<file path="src/sv/tea_pkg.sv">
// Shared constants, types and round functions for the TEA block cipher.
`default_nettype none

package tea_pkg;

  localparam int unsigned ROUNDS     = 8;
  localparam int unsigned WORD_W     = 32;
  localparam int unsigned CFG_IDX_W  = 8;

  localparam logic [WORD_W-1:0] DELTA = 32'h9E37_79B9;

  localparam logic CMD_ENCRYPT = 1'b0;
  localparam logic CMD_DECRYPT = 1'b1;

  localparam logic [CFG_IDX_W-1:0] REG_KEY_WORD0 = 8'd0;
  localparam logic [CFG_IDX_W-1:0] REG_KEY_WORD1 = 8'd1;
  localparam logic [CFG_IDX_W-1:0] REG_KEY_WORD2 = 8'd2;
  localparam logic [CFG_IDX_W-1:0] REG_KEY_WORD3 = 8'd3;

  typedef logic [WORD_W-1:0] word_t;

  typedef struct packed {
    word_t k0;
    word_t k1;
    word_t k2;
    word_t k3;
  } key_t;

  typedef struct packed {
    logic  cmd;
    word_t left;
    word_t right;
  } block_t;

  // Running sum after n additions of delta, modulo 2^32.
  function automatic word_t round_sum(input int unsigned n);
    logic [63:0] prod;
    prod = 64'(DELTA) * 64'(n);
    return prod[WORD_W-1:0];
  endfunction

  function automatic word_t mix(input word_t x, input word_t s,
                                input word_t ka, input word_t kb);
    return ((x << 4) + ka) ^ (x + s) ^ ((x >> 5) + kb);
  endfunction

endpackage

`default_nettype wire

</file>
<file path="src/sv/tea_round.sv">
// One registered cipher round, encrypt or decrypt, with valid/ready flow control.
`default_nettype none

module tea_round (
  input  wire logic            clk,
  input  wire logic            rst,
  input  wire tea_pkg::key_t   key,
  input  wire tea_pkg::word_t  sum_enc,
  input  wire tea_pkg::word_t  sum_dec,
  input  wire logic            in_valid,
  output logic                 in_ready,
  input  wire tea_pkg::block_t in_data,
  output logic                 out_valid,
  input  wire logic            out_ready,
  output tea_pkg::block_t      out_data
);
  import tea_pkg::*;

  word_t  enc_left, enc_right;
  word_t  dec_left, dec_right;
  block_t data_next;

  always_comb begin
    enc_left  = in_data.left + mix(in_data.right, sum_enc, key.k0, key.k1);
    enc_right = in_data.right + mix(enc_left, sum_enc, key.k2, key.k3);
    dec_right = in_data.right - mix(in_data.left, sum_dec, key.k2, key.k3);
    dec_left  = in_data.left - mix(dec_right, sum_dec, key.k0, key.k1);

    data_next.cmd = in_data.cmd;
    if (in_data.cmd == CMD_DECRYPT) begin
      data_next.left  = dec_left;
      data_next.right = dec_right;
    end else begin
      data_next.left  = enc_left;
      data_next.right = enc_right;
    end
  end

  // Take a new item when this stage is empty or its item moves on.
  assign in_ready = !out_valid || out_ready;

  always_ff @(posedge clk) begin
    if (rst) begin
      out_valid <= 1'b0;
    end else if (in_ready) begin
      out_valid <= in_valid;
    end
  end

  always_ff @(posedge clk) begin
    if (in_ready && in_valid) begin
      out_data <= data_next;
    end
  end

endmodule

`default_nettype wire

</file>
<file path="config.mk">
export PLATFORM = sky130hd
export DESIGN_NAME = tea_round
export DESIGN_NICKNAME = d
export VERILOG_FILES = /design/src/sv/tea_pkg.sv /design/src/sv/tea_round.sv
export SDC_FILE = /design/constraint.sdc
export NUM_CORES = 1
export LEC_CHECK = 0
export BUFFER_PORTS_ARGS = -buffer_cell sky130_fd_sc_hd__buf_2
export CORE_MARGIN = 3
export CORE_UTILIZATION = 25
export CTS_CLUSTER_SIZE = 25
export DETAILED_ROUTE_END_ITERATION = 8
export GPL_TIMING_DRIVEN = 0
export PLACE_DENSITY = 0.4
export SYNTH_ARGS = -nofsm -noshare
export SYNTH_HDL_FRONTEND = slang
export SYNTH_SLANG_ARGS = --single-unit
</file>
<file path="constraint.sdc">
create_clock -name clk -period 11.9 [get_ports clk]
set_input_delay 2.38 -clock clk [delete_from_list [all_inputs] [get_ports clk]]
set_output_delay 2.38 -clock clk [all_outputs]
set_load 0.01 [all_outputs]
</file>
; ---- Word level (Yosys, flattened, before mapping)
; Index checks and enable logic that the tools add are counted.
[op_classes]
reduce_logical = 3
add_sub_neg = 16
bitwise_logic = 8
muxes = 1
[ops]
columns = cell, n
row1 = 32-bit adder, 10
row2 = 32-bit XOR, 8
row3 = 27-bit by 32-bit adder with 32-bit output, 4
row4 = 64-bit two-way mux, 1
row5 = 32-bit subtractor, 2
row6 = 1-bit logical AND, 1
row7 = 1-bit zero test, 1
row8 = 1-bit logical OR, 1
[word_totals]
elab_cells = 32
out_inout_bits = 67
in_bits = 261
reg_bits = 66

; ---- Depth between registers and ports, before layout
[logic_depth]
depth_word = 9
mapped_depth = 46
depth_no_buf = 46

; ---- Least setup slack after synthesis
; No wires, ideal clock.
[synth_path]
path_kind = input to register
start = in sum_enc[0]
end = reg out_data[30] in the netlist's numbering, data pin
slack_ps = 1640
arrival_ps = 10000
setup_ps = 260
stages = 38
t_required_ps = 11640
n_path_buf = 0
cell_sequence = ha_1 -> fa_1 -> a21o_1 -> a21o_1 -> a21o_1 -> a21o_1 -> a21oi_1 -> o21bai_1 -> a21o_1 -> a21oi_1 -> xnor2_1 -> xnor2_1 -> ha_1 -> nand4_1 -> nor4b_4 -> o311ai_4 -> nand2_1 -> a21o_1 -> [... 2 more ...] -> ha_1 -> a21oi_1 -> nor2b_1 -> a211o_1 -> a221oi_2 -> o21ai_1 -> a211o_1 -> a21oi_1 -> xnor3_1 -> xor2_1 -> ha_1 -> or3_1 -> a211oi_1 -> o41ai_1 -> a21o_1 -> a21oi_1 -> xnor2_1 -> mux2_2
[synth_rtl]
columns = item, line_no
row1 = "start, declared", tea_round.sv:8  ; input wire tea_pkg::word_t sum_enc,
row2 = "end signal, assigned", tea_round.sv:52  ; out_data <= data_next;
row3 = "end, declared", tea_round.sv:15  ; output tea_pkg::block_t out_data

==> impl_metrics.prom <==
# TYPE chip_impl_metric gauge
chip_impl_info{name="run_status",value="finished, final reports clean"} 1
chip_impl_metric{name="fin_hold_ws",unit="ns"} 0.519
chip_impl_metric{name="floorplan.core_area",unit="um2"} 104000
chip_impl_metric{name="starting_density",unit=""} 0.253
chip_impl_metric{name="min_period_over_period",unit=""} 0.970
chip_impl_metric{name="final-hold-violation-count",unit=""} 0
chip_impl_metric{name="routed_wl",unit="mm"} 128
chip_impl_metric{name="timing.critical_path.fanout_max",unit=""} 8
chip_impl_metric{name="die_y_extent",unit="um"} 330
chip_impl_metric{name="areaGrowthSynthToFinish",unit="%"} 17.1
chip_impl_metric{name="synth_seq_cells",unit=""} 66
chip_impl_metric{name="timing.critical_path.required",unit="ns"} 12.07
chip_impl_metric{name="grt_start_max_net_pins",unit=""} 38
chip_impl_info{name="layout_commonest_cell",value="sky130_fd_sc_hd__xnor2_1"} 1
chip_impl_metric{name="placement.cell_area",unit="um2"} 29700
chip_impl_metric{name="cts_max_level",unit=""} 3
chip_impl_metric{name="register_area",unit="um2"} 1970
chip_impl_info{name="most-common-layout-cells",value="sky130_fd_sc_hd__xnor2_1 (531), sky130_fd_sc_hd__ha_1 (478), sky130_fd_sc_hd__a21oi_1 (333), sky130_fd_sc_hd__buf_2 (327), sky130_fd_sc_hd__a21o_1 (224)"} 1
chip_impl_metric{name="via_count",unit=""} 26290
chip_impl_metric{name="rows",unit=""} 118
chip_impl_metric{name="max_stage_delay",unit="ns"} 0.46
chip_impl_info{name="critPathSlowestCell",value="sky130_fd_sc_hd__nor4b_4"} 1
chip_impl_metric{name="io_pins",unit=""} 328
chip_impl_metric{name="routed_via_density",unit=""} 5.23
chip_impl_metric{name="cts-buffers-inserted",unit=""} 9
chip_impl_metric{name="drive_gt1_frac",unit=""} 0.141
chip_impl_metric{name="r2r_setup_slack",unit="ns"} 10.32
chip_impl_metric{name="chipWidth",unit="um"} 330
chip_impl_metric{name="finalNetCount",unit=""} 4397
chip_impl_metric{name="postLayoutSetupSlackWorst",unit="ns"} 0.362
chip_impl_metric{name="synth_top_area_share",unit=""} 0.231
chip_impl_metric{name="detailedPlace.worstSlack",unit="ns"} -1.51
chip_impl_metric{name="numClockSinks",unit=""} 66
chip_impl_info{name="tritoncts",value="done"} 1
chip_impl_metric{name="syn_inst",unit=""} 3279
chip_impl_info{name="worst_setup_path_start_kind",value="input port"} 1
chip_impl_metric{name="syn-cell-area",unit="um2"} 26300
chip_impl_metric{name="drc_errors",unit=""} 0
chip_impl_metric{name="maxSlewHeadroom",unit=""} 0.0474
chip_impl_metric{name="synthesized_netlist_net_count",unit=""} 4043
chip_impl_info{name="regToRegStartpoint",value="out_valid"} 1
chip_impl_metric{name="timing_worst_slew_pin_value",unit="ns"} 1.43
chip_impl_metric{name="die_area",unit="um2"} 109000
chip_impl_metric{name="layout.cell_area.non_filler",unit="um2"} 30800
chip_impl_metric{name="grt_use_total",unit=""} 0.226
chip_impl_metric{name="final_report_max_slew_violation_count",unit=""} 0
chip_impl_metric{name="gr-total-overflow",unit=""} 0
chip_impl_metric{name="timing.critical_path.arrival",unit="ns"} 11.71
chip_impl_metric{name="drtIter0Drc",unit=""} 1823
chip_impl_metric{name="post-dp-hpwl",unit="mm"} 112
chip_impl_metric{name="multi_input_area",unit="um2"} 24500
chip_impl_metric{name="clkTransAtPathRegs",unit="ns"} 0.07
chip_impl_info{name="hold_path.startpoint",value="out_valid"} 1
chip_impl_metric{name="nFillCells",unit=""} 11529
chip_impl_metric{name="wire_per_inst",unit="um"} 25.4
chip_impl_metric{name="netlist-cell-type-count",unit=""} 99
chip_impl_metric{name="setup_violations",unit=""} 0
chip_impl_metric{name="synthesis_warnings",unit=""} 0
chip_impl_info{name="most_common_cell_type_on_the_critical_path",value="sky130_fd_sc_hd__a21o_1"} 1
chip_impl_metric{name="drt_first_pass_iters",unit=""} 5
chip_impl_info{name="critical_path.endpoint_type",value="register"} 1
chip_impl_metric{name="grt_pass1_vias",unit=""} 25837
chip_impl_info{name="most_area_hungry_cell_type_in_the_yosys_netlist",value="sky130_fd_sc_hd__ha_1"} 1
chip_impl_metric{name="placement.io_buffers",unit=""} 326
chip_impl_info{name="worstSetupStartpoint",value="sum_enc[0]"} 1
chip_impl_metric{name="wire_length_of_the_first_global_routing_pass",unit="mm"} 177
chip_impl_metric{name="max_freq",unit="MHz"} 86.7
chip_impl_metric{name="antenna_found_initial",unit=""} 33
chip_impl_metric{name="finalWeightedCongestion",unit=""} 0.915
chip_impl_metric{name="drv_cap",unit=""} 0
chip_impl_metric{name="synthesis.area_per_instance",unit="um2"} 8.03
chip_impl_metric{name="clock_path_buffers",unit=""} 2
chip_impl_metric{name="insertion_delay",unit="ns"} 0.41
chip_impl_metric{name="antenna_left",unit=""} 0
chip_impl_info{name="synthFlopType",value="sky130_fd_sc_hd__edfxtp_1"} 1
chip_impl_info{name="synth_area_leaders",value="sky130_fd_sc_hd__ha_1 (23%), sky130_fd_sc_hd__xnor2_1 (19%), sky130_fd_sc_hd__edfxtp_1 (7.4%)"} 1
chip_impl_metric{name="totalNegativeSetupSlack",unit="ns"} 0
chip_impl_info{name="timing.setup.critical_path_class",value="input port to register"} 1
chip_impl_metric{name="synth.yosys.seq_area_share",unit=""} 0.0749
chip_impl_metric{name="synth-edff-count",unit=""} 65
chip_impl_info{name="cts-root-buf",value="sky130_fd_sc_hd__clkbuf_16"} 1
chip_impl_info{name="timing.hold.worst.class",value="register to register"} 1
chip_impl_metric{name="proportion_of_register_bits_with_asynchronous_set_or_reset_after_synthesis",unit=""} 0
chip_impl_metric{name="post_layout_min_period",unit="ns"} 11.54
chip_impl_metric{name="clock_skew",unit="ns"} 0.0130
registers in the layout, summed over array words and instances, names as in the netlist:
register and count:
out_valid 1, out_data 65
cell families after synthesis:
family                     synth area share
muxes                               0.00946
DFF                                  0.0749
buffers and inverters                0.0197
adders and majority gates             0.244
and+or+nand+nor                       0.127
AOI/OAI and AO/OA                     0.285
xor gates and xnor gates              0.240
metal layers:
metal  global-route usage  up-vias  wire (um)
li1                     -    12825          -
met1                0.325    12673      62800
met2                0.358      650      56000
met3               0.0228      134       5750
met4               0.0559        8       3020
met5                    0        -         57
worst max-delay path: cells and delay by family:
| family | cells | cell delay (ns) |
|---|---|---|
| buf+inv | 1 | 0.13 |
| fa+ha+maj | 5 | 1.84 |
| compound gates | 21 | 4.52 |
| xor+xnor | 6 | 1.26 |
| mux | 1 | 0.26 |
| simple gates | 5 | 1.26 |
final timing paths:
path                                endpoint  cells past startpoint
worst max-delay path            out_data[31]                     39
worst min-delay path               out_valid                      2
worst max register to register  out_data[39]                      3
worst min register to register     out_valid                      2
layout make-up:
| class | instances | area share |
|---|---|---|
| flip-flops and latches | 66 | 0.0640 |
| inverters | 121 | 0.0147 |
| plain buffers | 16 | 0.00199 |
| repair buffers | 344 | 0.0580 |
| diodes | 11 | 0.000893 |
| well taps | 1380 | 0.0560 |
| clock inverters | 5 | 0.000690 |
| multi-input cells | 3075 | 0.796 |
| clock buffers | 11 | 0.00755 |
per-stage QoR:
step                       util  cells
after floorplan               -   3279
after CTS                 0.291   5005
after global placement    0.286   4985
after detailed placement  0.286   4986
final                     0.297   5029
after global routing      0.296   5021
repair_timing:
item                       CTS  global route
resized for setup           37            73
hold buffers                 0             0
setup endpoints to repair   14            13
setup buffers                3            14
pin swaps                    3            25
cells in the mapped netlist, types with 9 or more instances:
cell and number:
sky130_fd_sc_hd__a31o_2 9, sky130_fd_sc_hd__and2_1 16, sky130_fd_sc_hd__or3_1 16, sky130_fd_sc_hd__o21bai_1 53, sky130_fd_sc_hd__inv_1 120, sky130_fd_sc_hd__nor3_1 41
sky130_fd_sc_hd__ha_1 487, sky130_fd_sc_hd__nand2_1 203, sky130_fd_sc_hd__nand3_1 44, sky130_fd_sc_hd__a21boi_1 12, sky130_fd_sc_hd__a21oi_1 343, sky130_fd_sc_hd__a211o_1 16
sky130_fd_sc_hd__o31ai_1 21, sky130_fd_sc_hd__nand4_1 23, sky130_fd_sc_hd__nor2_1 186, sky130_fd_sc_hd__a21boi_0 9, sky130_fd_sc_hd__and3_1 25, sky130_fd_sc_hd__o21ai_1 36
sky130_fd_sc_hd__nand2b_1 45, sky130_fd_sc_hd__clkbuf_1 15, sky130_fd_sc_hd__xor2_1 132, sky130_fd_sc_hd__o21a_1 55, sky130_fd_sc_hd__mux2_2 19, sky130_fd_sc_hd__nor2b_1 39
sky130_fd_sc_hd__a21o_1 224, sky130_fd_sc_hd__o211ai_1 26, sky130_fd_sc_hd__o21ai_0 169, sky130_fd_sc_hd__nor4_1 14, sky130_fd_sc_hd__fa_1 16, sky130_fd_sc_hd__or2_2 14
sky130_fd_sc_hd__a31oi_1 32, sky130_fd_sc_hd__xnor2_1 566, sky130_fd_sc_hd__a211oi_1 34, sky130_fd_sc_hd__edfxtp_1 65
Power is left out: the tool's default activity adds up to more than one toggle a clock period on the data nets, which glitch-free logic cannot reach.
