[config.mk]
export PLATFORM = sky130hd
export DESIGN_NAME = tea_key_regs
export DESIGN_NICKNAME = d
export VERILOG_FILES = /design/src/sv/tea_pkg.sv /design/src/sv/tea_key_regs.sv
export SDC_FILE = /design/constraint.sdc
export NUM_CORES = 1
export LEC_CHECK = 0
export BUFFER_PORTS_ARGS = -buffer_cell sky130_fd_sc_hd__buf_2
export CAP_MARGIN = 5
export CORE_MARGIN = 2
export CORE_UTILIZATION = 40
export DETAILED_ROUTE_END_ITERATION = 12
export MAX_ROUTING_LAYER = met4
export PLACE_DENSITY = 0.66
export SLEW_MARGIN = 20
export SYNTH_ARGS = -nofsm -noshare
export SYNTH_HDL_FRONTEND = slang
export SYNTH_SLANG_ARGS = --single-unit
[constraint.sdc]
create_clock -name clk -period 1.45 [get_ports clk]
set_clock_uncertainty 0.05 [all_clocks]
set_input_delay 0.0725 -clock clk [delete_from_list [all_inputs] [get_ports clk]]
set_output_delay 0.0725 -clock clk [all_outputs]
set_load 0.1 [all_outputs]
[src/sv/tea_pkg.sv]
// Shared constants, types and round functions for the TEA block cipher.
`default_nettype none

package tea_pkg;

  localparam int unsigned ROUNDS     = 8;
  localparam int unsigned WORD_W     = 32;
  localparam int unsigned CFG_IDX_W  = 8;

  localparam logic [WORD_W-1:0] DELTA = 32'h9E37_79B9;

  localparam logic CMD_ENCRYPT = 1'b0;
  localparam logic CMD_DECRYPT = 1'b1;

  localparam logic [CFG_IDX_W-1:0] REG_KEY_WORD0 = 8'd0;
  localparam logic [CFG_IDX_W-1:0] REG_KEY_WORD1 = 8'd1;
  localparam logic [CFG_IDX_W-1:0] REG_KEY_WORD2 = 8'd2;
  localparam logic [CFG_IDX_W-1:0] REG_KEY_WORD3 = 8'd3;

  typedef logic [WORD_W-1:0] word_t;

  typedef struct packed {
    word_t k0;
    word_t k1;
    word_t k2;
    word_t k3;
  } key_t;

  typedef struct packed {
    logic  cmd;
    word_t left;
    word_t right;
  } block_t;

  // Running sum after n additions of delta, modulo 2^32.
  function automatic word_t round_sum(input int unsigned n);
    logic [63:0] prod;
    prod = 64'(DELTA) * 64'(n);
    return prod[WORD_W-1:0];
  endfunction

  function automatic word_t mix(input word_t x, input word_t s,
                                input word_t ka, input word_t kb);
    return ((x << 4) + ka) ^ (x + s) ^ ((x >> 5) + kb);
  endfunction

endpackage

`default_nettype wire

[src/sv/tea_key_regs.sv]
// Key register file written through the configuration channel.
`default_nettype none

module tea_key_regs (
  input  wire logic                           clk,
  input  wire logic                           rst,
  input  wire logic                           cfg_valid,
  output logic                                cfg_ready,
  input  wire logic [tea_pkg::CFG_IDX_W-1:0] cfg_index,
  input  wire tea_pkg::word_t                 cfg_data,
  output tea_pkg::key_t                       key
);
  import tea_pkg::*;

  assign cfg_ready = !rst;

  always_ff @(posedge clk) begin
    if (rst) begin
      key <= '0;
    end else if (cfg_valid) begin
      case (cfg_index)
        REG_KEY_WORD0: key.k0 <= cfg_data;
        REG_KEY_WORD1: key.k1 <= cfg_data;
        REG_KEY_WORD2: key.k2 <= cfg_data;
        REG_KEY_WORD3: key.k3 <= cfg_data;
        default: ;  // drop writes beyond the key words
      endcase
    end
  end

endmodule

`default_nettype wire

### Word-level counts from Yosys, hierarchy flattened

Index checks and enable logic that the tools add are counted.

* register bits: 128
* input bits: 43
* output and inout bits: 129
* logic and storage cells: 13

* equality and inequality tests: 3
* reductions and logical operators: 6

Operator list (count)
* $eq 8x2->1 const B: 2
* $eq 8x1->1 const B: 1
* $logic_not 8->1: 1
* $reduce_and 2->1: 4
* $logic_not 1->1: 1

### Longest topological paths before layout

Gate-level depths: netlist of the first run.

* word-level depth: 2
* depth in mapped cells: 5
* gate-level depth less buffers: 3

### Least setup slack after synthesis of the first run

Ideal clock, no wire load.

* kind: input to register
* from: input rst
* to: register key[109] in the netlist's numbering
* setup time: 0.073 ns
* arrival: 1.695 ns
* data required time: 1.327 ns
* setup slack: -0.368 ns
* stages on the path: 5
* path buffers: 2
* path through: inv_2 > clkbuf_1 > clkbuf_1 > nand2_1 > mux2i_1

RTL lines
* start, declared: RTL line tea_key_regs.sv:6 `input wire logic rst,`
* end, declared: RTL line tea_key_regs.sv:11 `output tea_pkg::key_t key`

### Final worst setup path of the first run

* from: register key[45] in the netlist's numbering
* to: output key[45] in the netlist's numbering

No word-level cell between the ends.

==> results of run 1 <==
## cells by family after synthesis
logic type / synth area share (%)
AND/OR/NAND/NOR: 14.27
flip-flops: 53.43
buffers and inverters: 5.583
multiplexers: 26.72
## cell type report
class	instances	area (µm²)	area share, %
flip-flops and latches	128	2562	38.04
multi-input cells	294	1967	29.20
repair buffers	220	1406	20.88
clock buffers	20	456.7	6.779
well taps	143	178.9	2.656
clock inverters	12	158.9	2.359
inverters	1	6.256	0.09287
## path summary, 6_finish.rpt
kind	end	cells past startpoint	startpoint	slack (ps)
max reg2reg	key[90]$_SDFFE_PP0P_	2	key[90]$_SDFFE_PP0P_	770
min reg2reg	key[111]$_SDFFE_PP0P_	2	key[111]$_SDFFE_PP0P_	400
max	key[45]	1	key[45]$_SDFFE_PP0P_	140
min	key[87]$_SDFFE_PP0P_	3	cfg_data[23]	20
## power by group
part           leakage (nW)  total, mW  internal (mW)  switching, mW
Clock                 0.285       4.34           2.80           1.54
Combinational          2.11      0.371          0.154          0.216
Sequential             1.03       3.52           3.52        0.00232
Total                  3.42       8.24           6.48           1.76
## per-stage QoR
stage	cell area (µm²)	power (mW)	instances	utilization (%)	worst slack [ps]
after floorplan	4797	3.769	454	-	113.7
after global placement	5801	3.895	754	50.16	45.84
after detailed placement	5801	3.902	754	50.16	-34.82
after CTS	6736	8.316	818	58.25	106.2
after global routing	6736	8.518	818	58.25	91.04
final	6736	8.235	818	58.25	137.7
## routing by layer
layer | share of wire, % | up-vias | wire length, µm
met5 | 0 | - | 0
met4 | 2.1 | 0 | 260
li1 | - | 1912 | -
met1 | 43 | 1855 | 5331
met2 | 50 | 121 | 6167
met3 | 4.6 | 18 | 572
## layout by cell type (no fill, tap or decap), drive strengths merged
master / instances
clkinvlp: 5
dfxtp: 128
buf: 188
nand4: 1
clkinv: 3
and4b: 1
inv: 2
nand2: 160
nand4b: 1
clkbuf: 20
nor4b: 1
mux2i: 128
and4bb: 1
nor3: 1
dlygate4sd3: 32
bufinv: 3
==> results.py, run 1 <==
metrics = {
    "status": {
        "status": "complete, no violations",
    },
    "setup_path": {
        "cp-end-kind": "primary output",
        "cpLargestDelayFamily": "buffers and inverters",
        "worstPathCellList": "buf_2",
        "cp_max_fo": 2,
        "worst_setup_path_start_kind": "flop",
        "critPathArrivalTime_ps": 1190,
        "cp_num_buf_inv": 1,
        "worstPathRequired_ps": 1330,
        "worst_path_largest_cell_delay_ps": 440,
        "critPathSlowestCell": "buf_2",
        "critPathKind": "flop to primary output",
    },
    "layout": {
        "syn_to_final_growth_pct": 40.46,
        "largest_reg_flops": 128,
        "antenna_cells": 0,
        "final_nets": 705,
        "nFillCells": 972,
        "drive_gt1_share_pct": 33.48,
        "largestRegisters": "key (128)",
        "regMostFlops": "key",
    },
    "drt": {
        "drc": 0,
        "postRouteAntennaNets": 0,
        "totalWireLength_mm": 12.33,
        "drt_iter0_drc": 177,
        "vias": 3906,
        "wl_per_cell_um": 15.08,
        "vias_per_cell": 4.775,
        "drt_first_pass_iters": 5,
    },
    "floorplan": {
        "rows": 39,
        "start_util_pct": 41.47,
        "core-area_mm2": 0.01156,
        "fp.dieArea_mm2": 0.01288,
        "fp.dieH_um": 113.5,
        "io_pins": 172,
        "dieWidth_um": 113.5,
    },
    "global_route": {
        "use_met2_pct": 33.29,
        "antenna_found_initial": 0,
        "grt_pass1_vias": 3947,
        "grt_util_all_layers_pct": 19.88,
        "grt_max_degree": 61,
        "overflow": 0,
        "grt_pass1_wl_mm": 19.55,
        "use_met3_pct": 4.676,
        "use_met1_pct": 22.91,
        "busiest_layer": "met2",
    },
    "timing": {
        "grt_setup_unrepaired": "no",
        "hold_slack_ps": 21.69,
        "setup_viol": 0,
        "timing.final.crit_share_pct": 90.50,
        "fin_crit_ps": 1312,
        "max_freq_mhz": 762.0,
        "slew_headroom_pct": 65.85,
        "finalSetupTns_ps": 0,
        "tightest_slew_ps": 515.8,
        "slew_violations": 0,
        "hold_viol_final": 0,
    },
    "yosys": {
        "synth-seq-cells": 128,
        "syn_area_per_cell_um2": 10.56,
        "ys.flop_type": "dfxtp_1",
        "ys_seq_area_share_pct": 53.43,
        "synth_top_cells_by_area": "dfxtp_1 (53%), mux2i_1 (27%), nand2_1 (13%), buf_6 (1.9%), buf_12 (1.7%)",
        "yosysTopAreaCell": "dfxtp_1",
        "yosys.area.top_type_share_pct": 53.43,
        "async_flop_share_pct": 0,
        "synth_edf_count": 0,
        "syn-num-nets": 497,
        "synth_area_mm2": 0.004796,
        "netlist_top_cells_count": "nand2_1 (160), dfxtp_1 (128), mux2i_1 (128), clkbuf_1 (17), buf_6 (8)",
        "syn_inst": 454,
        "yosysUniqueCellTypes": 14,
        "yosysMostFrequentCell": "nand2_1",
        "ys_warn_count": 0,
    },
    "power_and_ir_drop": {
        "ir_drop_mv": 0.5563,
        "leakagePower_nw": 3.425,
        "powerDensity_mw_per_mm2": 1222,
    },
    "placed_design": {
        "gp_congestion": 0.7956,
        "dpl.hpwl_mm": 8.637,
        "portBuffers": 171,
    },
    "clock_network": {
        "cts_hold_buf": 32,
        "cts_root_buf": "clkbuf_16",
        "worstSkewPairLatency_ps": 400,
        "cts.sinks": 128,
        "cts_setup_buffers": 0,
        "cts_buffer_depth": 2,
        "cts_tree": "yes",
        "cts_buffers": 17,
        "clk_pin_slew_ps": 60,
        "cts_resized": 0,
        "h-tree-depth": 4,
    },
    "min_path": {
        "min_path_type": "input pin to flop",
    },
    "job": {
        "drv_cap": 0,
    },
}
Note: power is estimated with default switching activity, not from simulation.
==> run 2, diff against run 1 <==
ABC_AREA = 1   (was unset)
PLACE_DENSITY = 0.64   (was 0.66)
==> results.py, run 2 <==
metrics = {
    "clock_network": {
        "worstSkewPairLatency_ps": 400,
        "cts.sinks": 128,
        "cts_buffer_depth": 2,
        "clk_pin_slew_ps": 50,
        "cts_buffers": 17,
        "cts_root_buf": "clkbuf_16",
        "cts_tree": "yes",
        "h-tree-depth": 4,
    },
    "timing": {
        "max_freq_mhz": 743.5,
        "hold_slack_ps": 17.47,
        "timing.final.crit_share_pct": 92.75,
        "setup_viol": 0,
        "finalSetupTns_ps": 0,
        "grt_setup_unrepaired": "no",
        "hold_viol_final": 0,
        "tightest_slew_ps": 518.9,
        "slew_violations": 0,
        "fin_crit_ps": 1345,
        "timing.final.ws_setup_ps": 105.1,
        "slew_headroom_pct": 65.64,
    },
    "yosys": {
        "ys_seq_area_share_pct": 46.36,
        "synth_area_mm2": 0.005528,
        "synth-seq-cells": 128,
        "synth_simple_gate_area_share_pct": 29.79,
        "synth_top_family_by_area": "simple AND/OR/NAND/NOR gates",
        "async_flop_share_pct": 0,
        "synth_edf_count": 0,
        "synth_xor_area_share_pct": 0,
        "syn_area_per_cell_um2": 7.312,
        "yosysMostFrequentCell": "nand2_1",
        "synth_top_cells_by_area": "dfxtp_1 (46%), nand3_1 (12%), a21oi_1 (11%), nand2_1 (9.0%), nor2_1 (8.9%)",
        "syn_inst": 756,
        "yosys.area.top_type_share_pct": 46.36,
        "ys.flop_type": "dfxtp_1",
        "muxShareOfSynthArea_pct": 0,
        "synth_adder_area_share_pct": 0,
        "ys_warn_count": 0,
        "synth-compound-area-share_pct": 12.27,
        "yosysTopAreaCell": "dfxtp_1",
        "syn-num-nets": 799,
        "yosysUniqueCellTypes": 14,
        "netlist_top_cells_count": "nand2_1 (132), nor2_1 (131), dfxtp_1 (128), nand3_1 (128), a21oi_1 (118)",
    },
    "layout": {
        "largest_reg_flops": 128,
        "drive_gt1_share_pct": 24.60,
        "largestRegisters": "key (128)",
        "regMostFlops": "key",
        "antenna_cells": 0,
        "nFillCells": 1314,
        "final_common_cell": "buf_2",
        "final_cell_mix": "buf_2 (170), nand2_1 (132), nor2_1 (130), nand3_1 (128), dfxtp_1 (128)",
        "syn_to_final_growth_pct": 31.28,
        "fin_area_mm2": 0.007257,
        "final_nets": 961,
    },
    "drt": {
        "drt_iter0_drc": 338,
        "postRouteAntennaNets": 0,
        "vias_per_cell": 4.798,
        "drt_first_pass_iters": 4,
        "drc": 0,
        "totalWireLength_mm": 14.05,
        "wl_per_cell_um": 12.69,
        "vias": 5311,
    },
    "setup_path": {
        "cp_max_fo": 2,
        "critPathKind": "flop to primary output",
        "worst_path_largest_cell_delay_ps": 450,
        "critPathSlowestCell": "buf_2",
        "crit_cells": 1,
        "worstPathRequired_ps": 1330,
        "cp-end-kind": "primary output",
        "reg2regPathDepth": 2,
        "cp_num_buf_inv": 1,
        "cpLargestDelayFamily": "buffers and inverters",
        "critPathArrivalTime_ps": 1220,
        "worstPathCellList": "buf_2",
        "worst_setup_path_start_kind": "flop",
    },
    "floorplan": {
        "io_pins": 172,
        "core-area_mm2": 0.01335,
        "rows": 42,
        "fp.dieH_um": 121.6,
        "start_util_pct": 41.41,
        "dieWidth_um": 121.6,
        "fp.dieArea_mm2": 0.01478,
    },
    "global_route": {
        "overflow": 0,
        "grt_util_all_layers_pct": 19.84,
        "grt_pass1_vias": 4642,
        "antenna_found_initial": 0,
        "grt_max_degree": 72,
        "grt_pass1_wl_mm": 22.87,
    },
    "job": {
        "drv_cap": 0,
    },
    "placed_design": {
        "dpl.hpwl_mm": 8.828,
        "post-place-ws_ps": 161.3,
        "portBuffers": 171,
        "gp_congestion": 0.7541,
        "placed_area_mm2": 0.006357,
    },
    "power_and_ir_drop": {
        "powerDensity_mw_per_mm2": 1171,
        "ir_drop_mv": 0.6881,
        "leakagePower_nw": 3.445,
    },
    "min_path": {
        "min_path_type": "input pin to flop",
        "min_delay_path_depth": 5,
    },
    "status": {
        "status": "complete, no violations",
    },
}
==> run 2: changes by cell type in the layout (fill, tap and decap cells not counted), sizes merged, moves of 3 or more <==
cell and change:
a21oi +128, clkbuf +3, dlygate4sd3 -3, clkinv +4
nand3 +128, mux2i -128, inv +33, clkinvlp -5
nand2 -28, buf -4, nor2 +134
==> run 2: timing repair <==
item | CTS | global route
hold endpoints to repair | 104 | 0
resized for setup | 0 | 0
setup buffers | 0 | 0
hold buffers | 29 | 0
==> run 2: through the flow <==
stage	std cells	power (mW)	util, %
final	1107	8.495	54.37
after global routing	1107	8.793	54.37
after CTS	1107	8.565	54.37
after detailed placement	1046	4.148	47.63
after global placement	1046	4.148	47.63
after floorplan	756	3.986	-
==> run 2: where the power goes <==
group | switching [mW] | total [mW] | internal [mW]
clock | 1.52 | 4.36 | 2.84
sequential | 0.00427 | 3.53 | 3.53
combinational | 0.397 | 0.601 | 0.204
==> run 2: cell type report <==
class	count	area (µm²)	share of cell area (%)
sequential	128	2562	35.31
inverter	36	138.9	1.914
timing repair buffer	213	1384	19.07
clock buffer	23	478.0	6.586
clock inverter	9	131.4	1.810
tap	176	220.2	3.034
multi-input combinational	522	2342	32.28
==> run 2: logic make-up after synthesis <==
kind of cell,Yosys count
AO/OA/AOI/OAI,128
buffers and inverters,106
AND/OR/NAND/NOR,394
flip-flops,128
==> run 2: metal layers <==
| layer | routed length (µm) | vias to the layer above | global-route usage, % | part of all wire, % |
|---|---|---|---|---|
| met2 | 6417 | 149 | 29.56 | 46 |
| met4 | 116 | 0 | 6.106 | 0.83 |
| met1 | 6652 | 2370 | 26.13 | 47 |
| met5 | 0 | - | - | 0 |
| met3 | 866 | 8 | 5.805 | 6.2 |
| li1 | - | 2784 | - | - |
==> run 2: path summary, 6_finish.rpt <==
check,from,to,slack (ps)
setup / recovery,key[25]$_SDFFE_PP0P_,key[25],110
setup reg to reg,key[21]$_SDFFE_PP0P_,key[21]$_SDFFE_PP0P_,750
hold reg to reg,key[65]$_SDFFE_PP0P_,key[65]$_SDFFE_PP0P_,420
hold / removal,cfg_data[11],key[75]$_SDFFE_PP0P_,20
==> run 2: tightest hold or removal path: stages <==
cell and delay, ps:
buf_2 70, inv_1 90, nand3_1 100, nand2_1 50
nor2_1 70
==> run 3, diff against run 2 <==
CORE_ASPECT_RATIO = 0.8   (was unset)
GPL_TIMING_DRIVEN = 0   (was unset)
==> results.py, run 3 (synthesis gave the netlist of run 2 again) <==
metrics = {
    "status": {
        "status": "complete, no violations",
    },
    "drt": {
        "vias": 5706,
        "drt_iter0_drc": 349,
        "drt_first_pass_iters": 5,
        "totalWireLength_mm": 17.71,
        "wl_per_cell_um": 15.33,
        "vias_per_cell": 4.940,
        "postRouteAntennaNets": 0,
        "drc": 0,
    },
    "global_route": {
        "grt_pass1_vias": 5115,
        "grt_util_all_layers_pct": 24.68,
        "overflow": 0,
        "antenna_found_initial": 0,
        "grt_max_degree": 17,
        "grt_pass1_wl_mm": 27.09,
    },
    "layout": {
        "final_nets": 1006,
        "syn_to_final_growth_pct": 32.59,
        "antenna_cells": 0,
        "final_cell_mix": "buf_2 (200), nand2_1 (132), nor2_1 (131), nand3_1 (128), dfxtp_1 (128)",
        "drive_gt1_share_pct": 27.79,
        "multiInputGateArea_mm2": 0.002325,
        "final_common_cell": "buf_2",
        "final-seq-area_mm2": 0.002562,
        "nFillCells": 1342,
        "regMostFlops": "key",
        "largestRegisters": "key (128)",
        "largest_reg_flops": 128,
    },
    "timing": {
        "max_freq_mhz": 731.1,
        "hold_viol_final": 0,
        "timing.final.crit_share_pct": 94.33,
        "slew_violations": 0,
        "tightest_slew_ps": 616.9,
        "hold_slack_ps": 5.331,
        "setup_viol": 0,
        "fin_crit_ps": 1368,
        "grt_setup_unrepaired": "no",
        "timing.final.ws_setup_ps": 82.27,
        "slew_headroom_pct": 58.87,
    },
    "floorplan": {
        "fp.dieH_um": 109.1,
        "io_pins": 172,
        "fp.dieArea_mm2": 0.01478,
        "core-area_mm2": 0.01355,
        "start_util_pct": 40.79,
        "rows": 38,
        "dieWidth_um": 135.4,
    },
    "setup_path": {
        "critPathArrivalTime_ps": 1250,
        "cp_max_fo": 2,
        "cpLargestDelayFamily": "buffers and inverters",
        "cp-end-kind": "primary output",
        "worstPathCellList": "buf_2",
        "worstPathRequired_ps": 1330,
        "cp_num_buf_inv": 1,
        "worst_path_largest_cell_delay_ps": 450,
        "critPathKind": "flop to primary output",
        "critPathSlowestCell": "buf_2",
        "worst_setup_path_start_kind": "flop",
    },
    "power_and_ir_drop": {
        "powerDensity_mw_per_mm2": 1113,
        "leakagePower_nw": 3.576,
        "ir_drop_mv": 0.7421,
        "total_power_mw": 8.160,
    },
    "clock_network": {
        "worstSkewPairLatency_ps": 420,
        "cts_resized": 0,
        "cts_tree": "yes",
        "clk_pin_slew_ps": 60,
        "cts.sinks": 128,
        "cts_setup_buffers": 0,
        "h-tree-depth": 4,
        "cts_buffer_depth": 2,
        "cts_buffers": 17,
        "cts_root_buf": "clkbuf_16",
    },
    "placed_design": {
        "gp_congestion": 0.8291,
        "post-place-ws_ps": -39.32,
        "portBuffers": 171,
        "dpl.hpwl_mm": 12.61,
    },
    "job": {
        "drv_cap": 0,
    },
    "min_path": {
        "min_path_type": "input pin to flop",
    },
}
[run 3: changes by cell type in the layout (fill, tap and decap cells not counted), moves of 3 or more]
| cell | before | now |
|---|---|---|
| clkinvlp_4 | 0 | 4 |
| buf_12 | 11 | 0 |
| nor2_4 | 3 | 0 |
| buf_1 | 0 | 10 |
| buf_2 | 170 | 200 |
| dlygate4sd3_1 | 29 | 17 |
| buf_6 | 0 | 25 |
[run 3: cell type report]
cell class | instances | share of cell area, %
plain buffers | 70 | 6.914
clock buffers | 21 | 6.282
clock inverters | 10 | 1.212
inverters | 36 | 1.844
multi-input cells | 522 | 31.72
flip-flops and latches | 128 | 34.96
well taps | 180 | 3.073
repair buffers | 188 | 14.00
[run 3: worst paths after layout]
check,startpoint,endpoint,slack (ps),cells after the start
max,key[47]$_SDFFE_PP0P_,key[47],80,1
min,cfg_data[9],key[73]$_SDFFE_PP0P_,5,5
max reg2reg,key[95]$_SDFFE_PP0P_,key[95]$_SDFFE_PP0P_,760,2
min reg2reg,key[14]$_SDFFE_PP0P_,key[14]$_SDFFE_PP0P_,420,2
[run 3: power by group]
part | switching, mW | total, mW | internal, mW
sequential | 0.00450 | 3.53 | 3.53
clock | 1.58 | 4.01 | 2.42
combinational | 0.442 | 0.622 | 0.180
total | 2.03 | 8.16 | 6.13
[run 3: metal layers]
metal | routed length, µm | global-route usage (%) | vias up
met2 | 7685 | 36.95 | 217
met5 | 0 | - | -
met3 | 1418 | 6.044 | 23
li1 | - | - | 2869
met1 | 8418 | 33.34 | 2597
met4 | 188 | 6.920 | 0
[run 3: through the flow]
stage	cell area (µm²)	TNS, ps	utilization [%]	instances
finish	7330	0	54.09	1155
detailed placement	6610	-217.7	48.78	1107
global placement	6610	-788.2	48.78	1107
CTS	7330	0	54.09	1155
global route	7330	0	54.09	1155
floorplan	5529	0	-	756
[run 3: repair_timing]
item | CTS | global route
endpoints found under the hold margin | 42 | 0
endpoints found under the setup margin | 0 | 0
hold buffers | 17 | 0
